[config.mk]
export PLATFORM = sky130hd
export DESIGN_NAME = spectral_false_color_map
export DESIGN_NICKNAME = d
export VERILOG_FILES = /design/src/rtl/sfcm_pkg.sv /design/src/rtl/spectral_false_color_map.sv
export VERILOG_INCLUDE_DIRS = /design/src /design/src/rtl
export SDC_FILE = /design/constraint.sdc
export NUM_CORES = 2
export LEC_CHECK = 0
export BUFFER_PORTS_ARGS = -buffer_cell sky130_fd_sc_hd__clkbuf_2
export CORE_MARGIN = 5
export CORE_UTILIZATION = 30
export CTS_BUF_LIST = sky130_fd_sc_hd__clkbuf_16
export CTS_CLUSTER_DIAMETER = 50
export DETAILED_ROUTE_END_ITERATION = 6
export PLACE_DENSITY = 0.55
export SLEW_MARGIN = 20
export SYNTH_ARGS = -nofsm -noshare
export SYNTH_HDL_FRONTEND = slang
export SYNTH_SLANG_ARGS = --single-unit
[constraint.sdc]
create_clock -name clk -period 16 [get_ports clk]
set_clock_uncertainty 0.05 [all_clocks]
set_input_delay 1.6 -clock clk [delete_from_list [all_inputs] [get_ports clk]]
set_output_delay 1.6 -clock clk [all_outputs]
set_load 0.02 [all_outputs]
[src/rtl/spectral_false_color_map_assert.svh]
// Assertion macros shared by the RTL of the false-colour map.
// Each expects a clock named clk and an active-low reset named arst_n in scope.
`ifndef SPECTRAL_FALSE_COLOR_MAP_ASSERT_SVH
`define SPECTRAL_FALSE_COLOR_MAP_ASSERT_SVH

// Consequent must hold in the same cycle as the antecedent
`define SFCM_ASSERT_NOW(label, ante, cons, msg) \
	label: assert property (@(posedge clk) disable iff (!arst_n) (ante) |-> (cons)) \
		else $error(msg);

// Consequent must hold in the cycle after the antecedent
`define SFCM_ASSERT_NEXT(label, ante, cons, msg) \
	label: assert property (@(posedge clk) disable iff (!arst_n) (ante) |=> (cons)) \
		else $error(msg);

`endif

[src/rtl/sfcm_pkg.sv]
package sfcm_pkg;

	// Palette geometry
	localparam int unsigned PalSize   = 208;
	localparam int unsigned RampSteps = 52;
	localparam int unsigned YellowIdx = 51;

	// Fixed-point widths
	localparam int unsigned SampleW = 18;	// Q2.16 input
	localparam int unsigned FracW   = 17;	// clamped 0..65536
	localparam int unsigned NumW    = 24;	// divider dividend / remainder
	localparam int unsigned QuoW    = 8;	// divider quotient
	localparam int unsigned BandW   = 16;	// shifted band divisor

	// Configuration register indexes
	localparam logic [1:0] REG_BOUNDARY = 2'd0;
	localparam logic [1:0] REG_GRAY     = 2'd1;
	localparam logic [1:0] REG_GAP      = 2'd2;
	localparam logic [1:0] REG_BAND     = 2'd3;

	typedef struct packed {
		logic [7:0] red;
		logic [7:0] green;
		logic [7:0] blue;
	} rgb_t;

	typedef struct packed {
		logic             qbit;
		logic [NumW-1:0]  rem;
	} div_step_t;

	// Divisor aligned to quotient bit k
	function automatic logic [NumW-1:0] div_shift(input logic [FracW-1:0] d, input int unsigned k);
		logic [NumW-1:0] ext;
		ext = {{(NumW-FracW){1'b0}}, d};
		return ext << k;
	endfunction

	// One restoring division step
	function automatic div_step_t div_step(input logic [NumW-1:0] rem,
			input logic [NumW-1:0] dsh);
		div_step_t res;
		if (rem >= dsh) begin
			res.qbit = 1'b1;
			res.rem  = rem - dsh;
		end else begin
			res.qbit = 1'b0;
			res.rem  = rem;
		end
		return res;
	endfunction

	// One remainder step of the band floor; only the remainder is kept
	function automatic logic [7:0] band_step(input logic [7:0] rem, input logic [7:0] band,
			input int unsigned k);
		logic [BandW-1:0] dsh;
		logic [BandW-1:0] wide;
		dsh  = {8'd0, band} << k;
		wide = {8'd0, rem};
		if (wide >= dsh)
			return 8'(wide - dsh);
		else
			return rem;
	endfunction

	// Four ramps: green up, red down, blue up, green down
	function automatic rgb_t palette_rgb(input logic [7:0] slot);
		rgb_t       c;
		logic [7:0] st;
		logic [7:0] lvl;
		priority if (slot < 8'(RampSteps)) begin
			st = slot;
		end else if (slot < 8'(2 * RampSteps)) begin
			st = slot - 8'(RampSteps);
		end else if (slot < 8'(3 * RampSteps)) begin
			st = slot - 8'(2 * RampSteps);
		end else begin
			st = slot - 8'(3 * RampSteps);
		end
		lvl = {st[5:0], 2'b00} + st;
		priority if (slot < 8'(RampSteps)) begin
			c = '{red: 8'd255, green: lvl, blue: 8'd0};
		end else if (slot < 8'(2 * RampSteps)) begin
			c = '{red: 8'd255 - lvl, green: 8'd255, blue: 8'd0};
		end else if (slot < 8'(3 * RampSteps)) begin
			c = '{red: 8'd0, green: 8'd255, blue: lvl};
		end else begin
			c = '{red: 8'd0, green: 8'd255 - lvl, blue: 8'd255};
		end
		return c;
	endfunction

endpackage

[src/rtl/spectral_false_color_map.sv]
// Channel   Handshake                   Payload
// sample    sample_valid/sample_stall   sample_value
// color     color_valid/color_stall     red, green, blue, palette_slot
// config    wr_en (no wait)             wr_index, wr_data
//
// Twelve register stages; one beat accepted per cycle while the output is not stalled.
// Depth is set by the eight-bit restoring divider (two quotient bits per stage)
// followed by the band floor (four remainder steps per stage).
// arst_n clears the valid bits and configuration; no clearing pass is needed.
// A stalled output beat freezes the whole pipeline; sample_stall follows it.
`include "spectral_false_color_map_assert.svh"

module spectral_false_color_map
	import sfcm_pkg::*;
(
	input  logic               clk,
	input  logic               arst_n,
	input  logic               sample_valid,
	output logic               sample_stall,
	input  logic [SampleW-1:0] sample_value,
	output logic               color_valid,
	input  logic               color_stall,
	output logic [7:0]         red,
	output logic [7:0]         green,
	output logic [7:0]         blue,
	output logic [7:0]         palette_slot,
	input  logic               wr_en,
	input  logic [1:0]         wr_index,
	input  logic [15:0]        wr_data
);

	// Configuration registers
	logic [15:0] boundary_q;
	logic        gray_q;
	logic [5:0]  gap_q;
	logic [7:0]  band_q;
	logic [7:0]  band_eff;

	always_ff @(posedge clk or negedge arst_n) begin
		if (!arst_n) begin
			boundary_q <= '0;
			gray_q     <= 1'b0;
			gap_q      <= '0;
			band_q     <= 8'd1;
		end else if (wr_en) begin
			unique case (wr_index)
				REG_BOUNDARY: boundary_q <= wr_data;
				REG_GRAY:     gray_q     <= wr_data[0];
				REG_GAP:      gap_q      <= wr_data[5:0];
				REG_BAND:     band_q     <= wr_data[7:0];
			endcase
		end
	end

	// Zero band behaves as one
	assign band_eff = (band_q == 8'd0) ? 8'd1 : band_q;

	// Pipeline advance: everything moves unless the output beat is held
	logic en;
	logic v_s1, v_s2, v_s3, v_s4, v_s5, v_s6, v_s7, v_s8, v_s9, v_s10, v_s11, v_s12;

	assign en           = !v_s12 || !color_stall;
	assign sample_stall = !en;

	always_ff @(posedge clk or negedge arst_n) begin
		if (!arst_n) begin
			{v_s1, v_s2, v_s3, v_s4, v_s5, v_s6}    <= '0;
			{v_s7, v_s8, v_s9, v_s10, v_s11, v_s12} <= '0;
		end else if (en) begin
			v_s1  <= sample_valid;
			v_s2  <= v_s1;
			v_s3  <= v_s2;
			v_s4  <= v_s3;
			v_s5  <= v_s4;
			v_s6  <= v_s5;
			v_s7  <= v_s6;
			v_s8  <= v_s7;
			v_s9  <= v_s8;
			v_s10 <= v_s9;
			v_s11 <= v_s10;
			v_s12 <= v_s11;
		end
	end

	// Stage 1: clamp to 0..1.0
	logic [FracW-1:0] frac_d;
	logic [FracW-1:0] frac_s1;

	always_comb begin
		if (sample_value[SampleW-1])
			frac_d = '0;
		else if (sample_value[FracW-1:0] > 17'h10000)
			frac_d = 17'h10000;
		else
			frac_d = sample_value[FracW-1:0];
	end

	// Stage 2: range select, dividend and divisor
	logic [NumW-1:0]  v100, b95, b105;
	logic [NumW:0]    p207;
	logic [5:0]       lo_span;
	logic [7:0]       hi_span;
	logic [FracW-1:0] hi_diff;
	logic [NumW:0]    hi_prod;
	logic [NumW-1:0]  num_d;
	logic [FracW-1:0] den_d;
	logic [7:0]       base_d;
	logic             use_div_d;

	always_comb begin
		v100    = NumW'(frac_s1) * NumW'(100);
		b95     = NumW'(boundary_q) * NumW'(95);
		b105    = NumW'(boundary_q) * NumW'(105);
		p207    = (NumW+1)'(frac_s1) * (NumW+1)'(207);
		lo_span = 6'(YellowIdx) - gap_q;
		hi_span = 8'(PalSize - 1 - YellowIdx) - {2'b00, gap_q};
		hi_diff = frac_s1 - {1'b0, boundary_q};
		hi_prod = (NumW+1)'(hi_diff) * (NumW+1)'(hi_span);
		num_d     = '0;
		den_d     = {1'b0, boundary_q};
		base_d    = 8'(YellowIdx);
		use_div_d = 1'b0;
		priority if (boundary_q == 16'd0) begin
			base_d = p207[23:16];
		end else if (v100 <= b95) begin
			base_d = 8'd0;
			// a gap wider than yellow drives the lower index to zero
			if (gap_q <= 6'(YellowIdx)) begin
				num_d     = NumW'(frac_s1) * NumW'(lo_span);
				use_div_d = 1'b1;
			end
		end else if (v100 >= b105) begin
			base_d    = 8'(YellowIdx) + {2'b00, gap_q};
			num_d     = hi_prod[NumW-1:0];
			den_d     = 17'h10000 - {1'b0, boundary_q};
			use_div_d = 1'b1;
		end else begin
			base_d = 8'(YellowIdx);	// dead zone around yellow
		end
	end

	logic [NumW-1:0]  rem_s2, rem_s3, rem_s4, rem_s5;
	logic [FracW-1:0] den_s2, den_s3, den_s4, den_s5;
	logic [7:0]       base_s2, base_s3, base_s4, base_s5, base_s6;
	logic             use_div_s2, use_div_s3, use_div_s4, use_div_s5, use_div_s6;
	logic [1:0]       q_s3;
	logic [3:0]       q_s4;
	logic [5:0]       q_s5;
	logic [QuoW-1:0]  q_s6;

	// Stages 3-6: restoring divider, two quotient bits per stage
	div_step_t d7, d6, d5, d4, d3, d2, d1, d0;

	always_comb begin
		d7 = div_step(rem_s2,  div_shift(den_s2, 7));
		d6 = div_step(d7.rem,  div_shift(den_s2, 6));
		d5 = div_step(rem_s3,  div_shift(den_s3, 5));
		d4 = div_step(d5.rem,  div_shift(den_s3, 4));
		d3 = div_step(rem_s4,  div_shift(den_s4, 3));
		d2 = div_step(d3.rem,  div_shift(den_s4, 2));
		d1 = div_step(rem_s5,  div_shift(den_s5, 1));
		d0 = div_step(d1.rem,  div_shift(den_s5, 0));
	end

	// Stage 7: final index; bounded to 207 by construction of each range
	logic [7:0] idx_s7, idx_s8, idx_s9;
	logic [7:0] brem_s8, brem_s9;
	logic [7:0] br7, br6, br5, br4, br3, br2, br1, br0;

	// Stages 8-9: band floor via remainder, four steps per stage
	always_comb begin
		br7 = band_step(idx_s7, band_eff, 7);
		br6 = band_step(br7,    band_eff, 6);
		br5 = band_step(br6,    band_eff, 5);
		br4 = band_step(br5,    band_eff, 4);
		br3 = band_step(brem_s8, band_eff, 3);
		br2 = band_step(br3,     band_eff, 2);
		br1 = band_step(br2,     band_eff, 1);
		br0 = band_step(br1,     band_eff, 0);
	end

	// Stages 10-12: slot, palette and grey level
	logic [7:0]  slot_s10, slot_s11;
	logic [7:0]  gray_n;
	logic [15:0] gray_x;
	logic [11:0] gray_y_s11;
	logic [24:0] gray_prod;
	rgb_t        pal_s11;
	rgb_t        rgb_s12;
	logic [7:0]  slot_s12;

	always_comb begin
		gray_n    = 8'(PalSize) - slot_s10;
		gray_x    = {gray_n, 8'd0} - {8'd0, gray_n};	// times 255
		gray_prod = {13'd0, gray_y_s11} * 25'd5042;	// divide by 13, exact below 6553
	end

	always_ff @(posedge clk) begin
		if (en) begin
			frac_s1    <= frac_d;

			rem_s2     <= num_d;
			den_s2     <= den_d;
			base_s2    <= base_d;
			use_div_s2 <= use_div_d;

			rem_s3     <= d6.rem;
			q_s3       <= {d7.qbit, d6.qbit};
			den_s3     <= den_s2;
			base_s3    <= base_s2;
			use_div_s3 <= use_div_s2;

			rem_s4     <= d4.rem;
			q_s4       <= {q_s3, d5.qbit, d4.qbit};
			den_s4     <= den_s3;
			base_s4    <= base_s3;
			use_div_s4 <= use_div_s3;

			rem_s5     <= d2.rem;
			q_s5       <= {q_s4, d3.qbit, d2.qbit};
			den_s5     <= den_s4;
			base_s5    <= base_s4;
			use_div_s5 <= use_div_s4;

			q_s6       <= {q_s5, d1.qbit, d0.qbit};
			base_s6    <= base_s5;
			use_div_s6 <= use_div_s5;

			idx_s7     <= base_s6 + (use_div_s6 ? q_s6 : 8'd0);

			idx_s8     <= idx_s7;
			brem_s8    <= br4;

			idx_s9     <= idx_s8;
			brem_s9    <= br0;

			slot_s10   <= idx_s9 - brem_s9;

			slot_s11   <= slot_s10;
			pal_s11    <= palette_rgb(slot_s10);
			gray_y_s11 <= gray_x[15:4];

			slot_s12   <= slot_s11;
			if (gray_q)
				rgb_s12 <= '{red: gray_prod[23:16], green: gray_prod[23:16],
					blue: gray_prod[23:16]};
			else
				rgb_s12 <= pal_s11;
		end
	end

	assign color_valid  = v_s12;
	assign red          = rgb_s12.red;
	assign green        = rgb_s12.green;
	assign blue         = rgb_s12.blue;
	assign palette_slot = slot_s12;

	// Checks
	`SFCM_ASSERT_NEXT(a_accept_fills_s1, sample_valid && !sample_stall, v_s1, "accepted beat lost at stage 1")
	`SFCM_ASSERT_NOW(a_slot_in_range, color_valid, palette_slot <= 8'(PalSize - 1), "palette slot beyond palette")
	`SFCM_ASSERT_NOW(a_gray_equal, color_valid && gray_q, (red == green) && (green == blue), "grey channels differ")
	`SFCM_ASSERT_NOW(a_palette_saturated, color_valid && !gray_q, (red == 8'd255) || (green == 8'd255) || (blue == 8'd255), "palette colour has no full channel")

endmodule

==> flow_metrics.py <==
metrics = {
    "status": {
        "status": "finished, final reports clean",
    },
    "setup_path": {
        "timing.rr.start": "band_q[4]$_DFFE_PN0P_",
        "required_ns": 16.38,
        "crit_type": "register to register",
        "worstPathArrival_ns": 10.98,
        "critPathCaptureType": "register",
        "cp-start-kind": "register",
        "cp_slowest_cell": "a211oi_1",
        "critPathMaxStageDelay_ns": 0.74,
        "crit_top_cell": "a21oi_1",
        "critPathMaxFanout": 8,
        "rr_endpoint": "brem_s9[6]$_DFFE_PN_",
        "rrSetupSlack_ns": 5.40,
        "reg2reg_depth": 40,
    },
    "drt": {
        "wire_per_inst_um": 16.5,
        "ant_nets": 0,
        "drt_iter0_markers": 1815,
        "routed_via_density": 4.87,
        "wl_mm": 110,
        "firstDrtPassIters": 5,
        "drt_drc_violations_left": 0,
        "vias": 32200,
    },
    "timing": {
        "slew_headroom_pct": 30.1,
        "rsz0062_at_grt": "false",
        "period_minus_slack_ns": 10.60,
        "setup_tns_ns": 0,
        "maxSlewViolCount": 0,
        "finalSetupViolCount": 0,
        "fmax_mhz": 94.3,
        "min_period_over_period_pct": 66.3,
        "worst-slew-pin-transition_ns": 1.04,
        "finalHoldViolations": 0,
    },
    "cells_and_area": {
        "seq_area_um2": 12100,
        "multi_input_area_um2": 29600,
        "nets": 5648,
        "drive_above_1_share_pct": 7.79,
        "fillers": 15000,
        "area_growth_pct": 10.6,
        "layout_common_cells": "inv_1 (753), ha_1 (618), edfxtp_1 (366)",
        "layout_commonest_cell": "inv_1",
    },
    "global_routing": {
        "grt_first_pass_wirelength_mm": 177,
        "grt.total_usage_pct": 14.0,
        "antenna_found_initial": 13,
        "overflow": 0,
        "grt_pass1_vias": 32800,
        "grt_max_degree": 176,
    },
    "logic_synthesis": {
        "synth_top_family_by_area": "adder cells",
        "synth_area_um2": 44700,
        "yosysSeqAreaShare_pct": 27.0,
        "synth_top_flop_cell": "edfxtp_1",
        "synth-compound-area-share_pct": 12.6,
        "syn_area_per_cell_um2": 9.83,
        "synth-adder-area-share_pct": 33.1,
        "ys_warn_count": 0,
        "synthMuxAreaShare_pct": 3.49,
        "synth_edf_count": 366,
        "yosys.cell_types.count": 89,
        "synth_xor_xnor_area_share_pct": 5.78,
        "synthSimpleGateAreaFrac_pct": 11.1,
        "syn_inst": 4552,
        "postSynthRegisterBits": 409,
        "synth.net_count": 5564,
        "async_reset_ff_share_pct": 10.5,
    },
    "floorplanning": {
        "rows": 141,
        "num_io_pins": 75,
        "fp.dieW_um": 396,
        "coreArea_um2": 148000,
        "die_area_um2": 157000,
        "die-height_um": 396,
        "start_util_pct": 30.2,
    },
    "clocking": {
        "cts-root-buf": "clkbuf_16",
        "cts_setup_buffers": 0,
        "clk_latency_ns": 0.68,
        "clk_path_buf_depth": 3,
        "clock_sinks": 409,
        "cts_hold_buffers": 0,
        "cts_made_buffers": 60,
        "cts_resized": 0,
        "path_clk_slew_ns": 0.06,
        "htree_levels": 2,
        "cts_tree": "yes",
    },
    "placed_design": {
        "io_buffers": 74,
        "hpwl_mm": 89.7,
        "routabilityCongestion": 0.846,
    },
    "hold_path": {
        "worstHoldPathCells": 0,
        "min_to": "base_s5[5]$_DFFE_PN_",
        "holdCritStartpoint": "base_s4[5]$_DFFE_PN_",
        "hp-class": "register to register",
    },
    "flow_run": {
        "maxCapViolCount": 0,
    },
}
-- cell usage after synthesis, types with 11 or more instances --
cell | count | share of area (%)
or3_1 | 26 | 0.36
o21ai_0 | 215 | 2.4
nor2b_1 | 38 | 0.53
and2_1 | 60 | 0.84
a21o_1 | 102 | 1.7
mux2_2 | 111 | 2.8
nand3_1 | 77 | 0.86
a211o_1 | 14 | 0.27
a21oi_1 | 222 | 2.5
fa_1 | 353 | 16
clkbuf_1 | 60 | 0.50
edfxtp_1 | 366 | 25
nor3_1 | 80 | 0.90
xnor2_1 | 196 | 3.8
xor2_1 | 99 | 1.9
nand2_1 | 357 | 3.0
mux2i_1 | 18 | 0.40
ha_1 | 618 | 17
o21a_1 | 40 | 0.67
or2_2 | 13 | 0.18
o31ai_1 | 14 | 0.23
a211oi_1 | 32 | 0.54
a31oi_1 | 29 | 0.41
nand4_1 | 38 | 0.53
nor4_1 | 18 | 0.25
o21bai_1 | 32 | 0.54
and3_1 | 30 | 0.42
o22ai_1 | 14 | 0.20
nand2b_1 | 34 | 0.48
nor2_1 | 230 | 1.9
dfrtp_1 | 42 | 2.3
inv_1 | 744 | 6.2
a21boi_0 | 11 | 0.18
o211ai_1 | 25 | 0.42
-- kinds of logic (layout without fill, tap and decap cells) --
kind of cell | Yosys count | count (layout)
simple gates | 1045 | 1045
flops | 409 | 409
buf+inv | 820 | 954
other cells | 1 | 5
mux | 138 | 138
compound gates | 873 | 873
xor+xnor | 295 | 295
fa+ha+maj | 971 | 971
-- metal layers --
layer  global-route usage (%)  share of wire (%)  vias up
li1                         -                  -    15900
met1                     18.3                 45    15500
met2                     23.0                 46      636
met3                     2.74                6.1      176
met4                     4.68                3.4        4
met5                        0              0.028        -
-- sequential cells by signal (all words and copies together), names as in the netlist, 12 cells and up --
name        count
pal_s11        24
rem_s2         24
rem_s3         24
rem_s4         24
rem_s5         24
den_s2         17
den_s3         17
den_s4         17
den_s5         17
frac_s1        17
boundary_q     16
gray_y_s11     12
-- through the flow --
step                area (um^2)  setup WS (ns)  utilization [%]  instances  hold WS, ns
finish                    49500           5.40             33.4       6620        0.318
global route              49400           4.32             33.4       6616        0.321
CTS                       49400           5.33             33.4       6616        0.291
detailed placement        47400           5.40             32.1       6504        0.355
global placement          47400           5.36             32.1       6504        0.351
floorplan                 44700          0.709                -       4552        0.350
-- final cells by class --
class / count / share of cell area (%)
Clock buffer: 60 / 3.04
Clock inverter: 52 / 0.987
Timing Repair Buffer: 97 / 1.12
Inverter: 745 / 5.65
Antenna cell: 4 / 0.0202
Sequential cell: 409 / 24.4
Tap cell: 1930 / 4.88
Multi-Input combinational cell: 3323 / 59.9
-- how the worst max path moves through the flow --
stage                                startpoint              endpoint  slack, ns
after floorplan                     color_stall          sample_stall       0.71
after global placement    band_q[4]$_DFFE_PN0P_  brem_s9[7]$_DFFE_PN_       5.36
after detailed placement  band_q[4]$_DFFE_PN0P_  brem_s9[5]$_DFFE_PN_       5.40
after CTS                 band_q[4]$_DFFE_PN0P_  brem_s9[5]$_DFFE_PN_       5.33
after global routing      band_q[4]$_DFFE_PN0P_  brem_s9[5]$_DFFE_PN_       4.32
final                     band_q[4]$_DFFE_PN0P_  brem_s9[6]$_DFFE_PN_       5.40
-- critical path, delay by kind of cell, from the launching register on --
kind / cells / cell delay [ns]
AO/OA/AOI/OAI: 19 / 4.27
flip-flops: 1 / 0.37
adder cells (fa/ha/maj): 5 / 1.96
buffers and inverters: 3 / 0.33
multiplexers: 4 / 1.58
AND/OR/NAND/NOR: 9 / 1.77
Power is left out: the tool's default activity adds up to more than one toggle a clock period on the data nets, which glitch-free logic cannot reach.
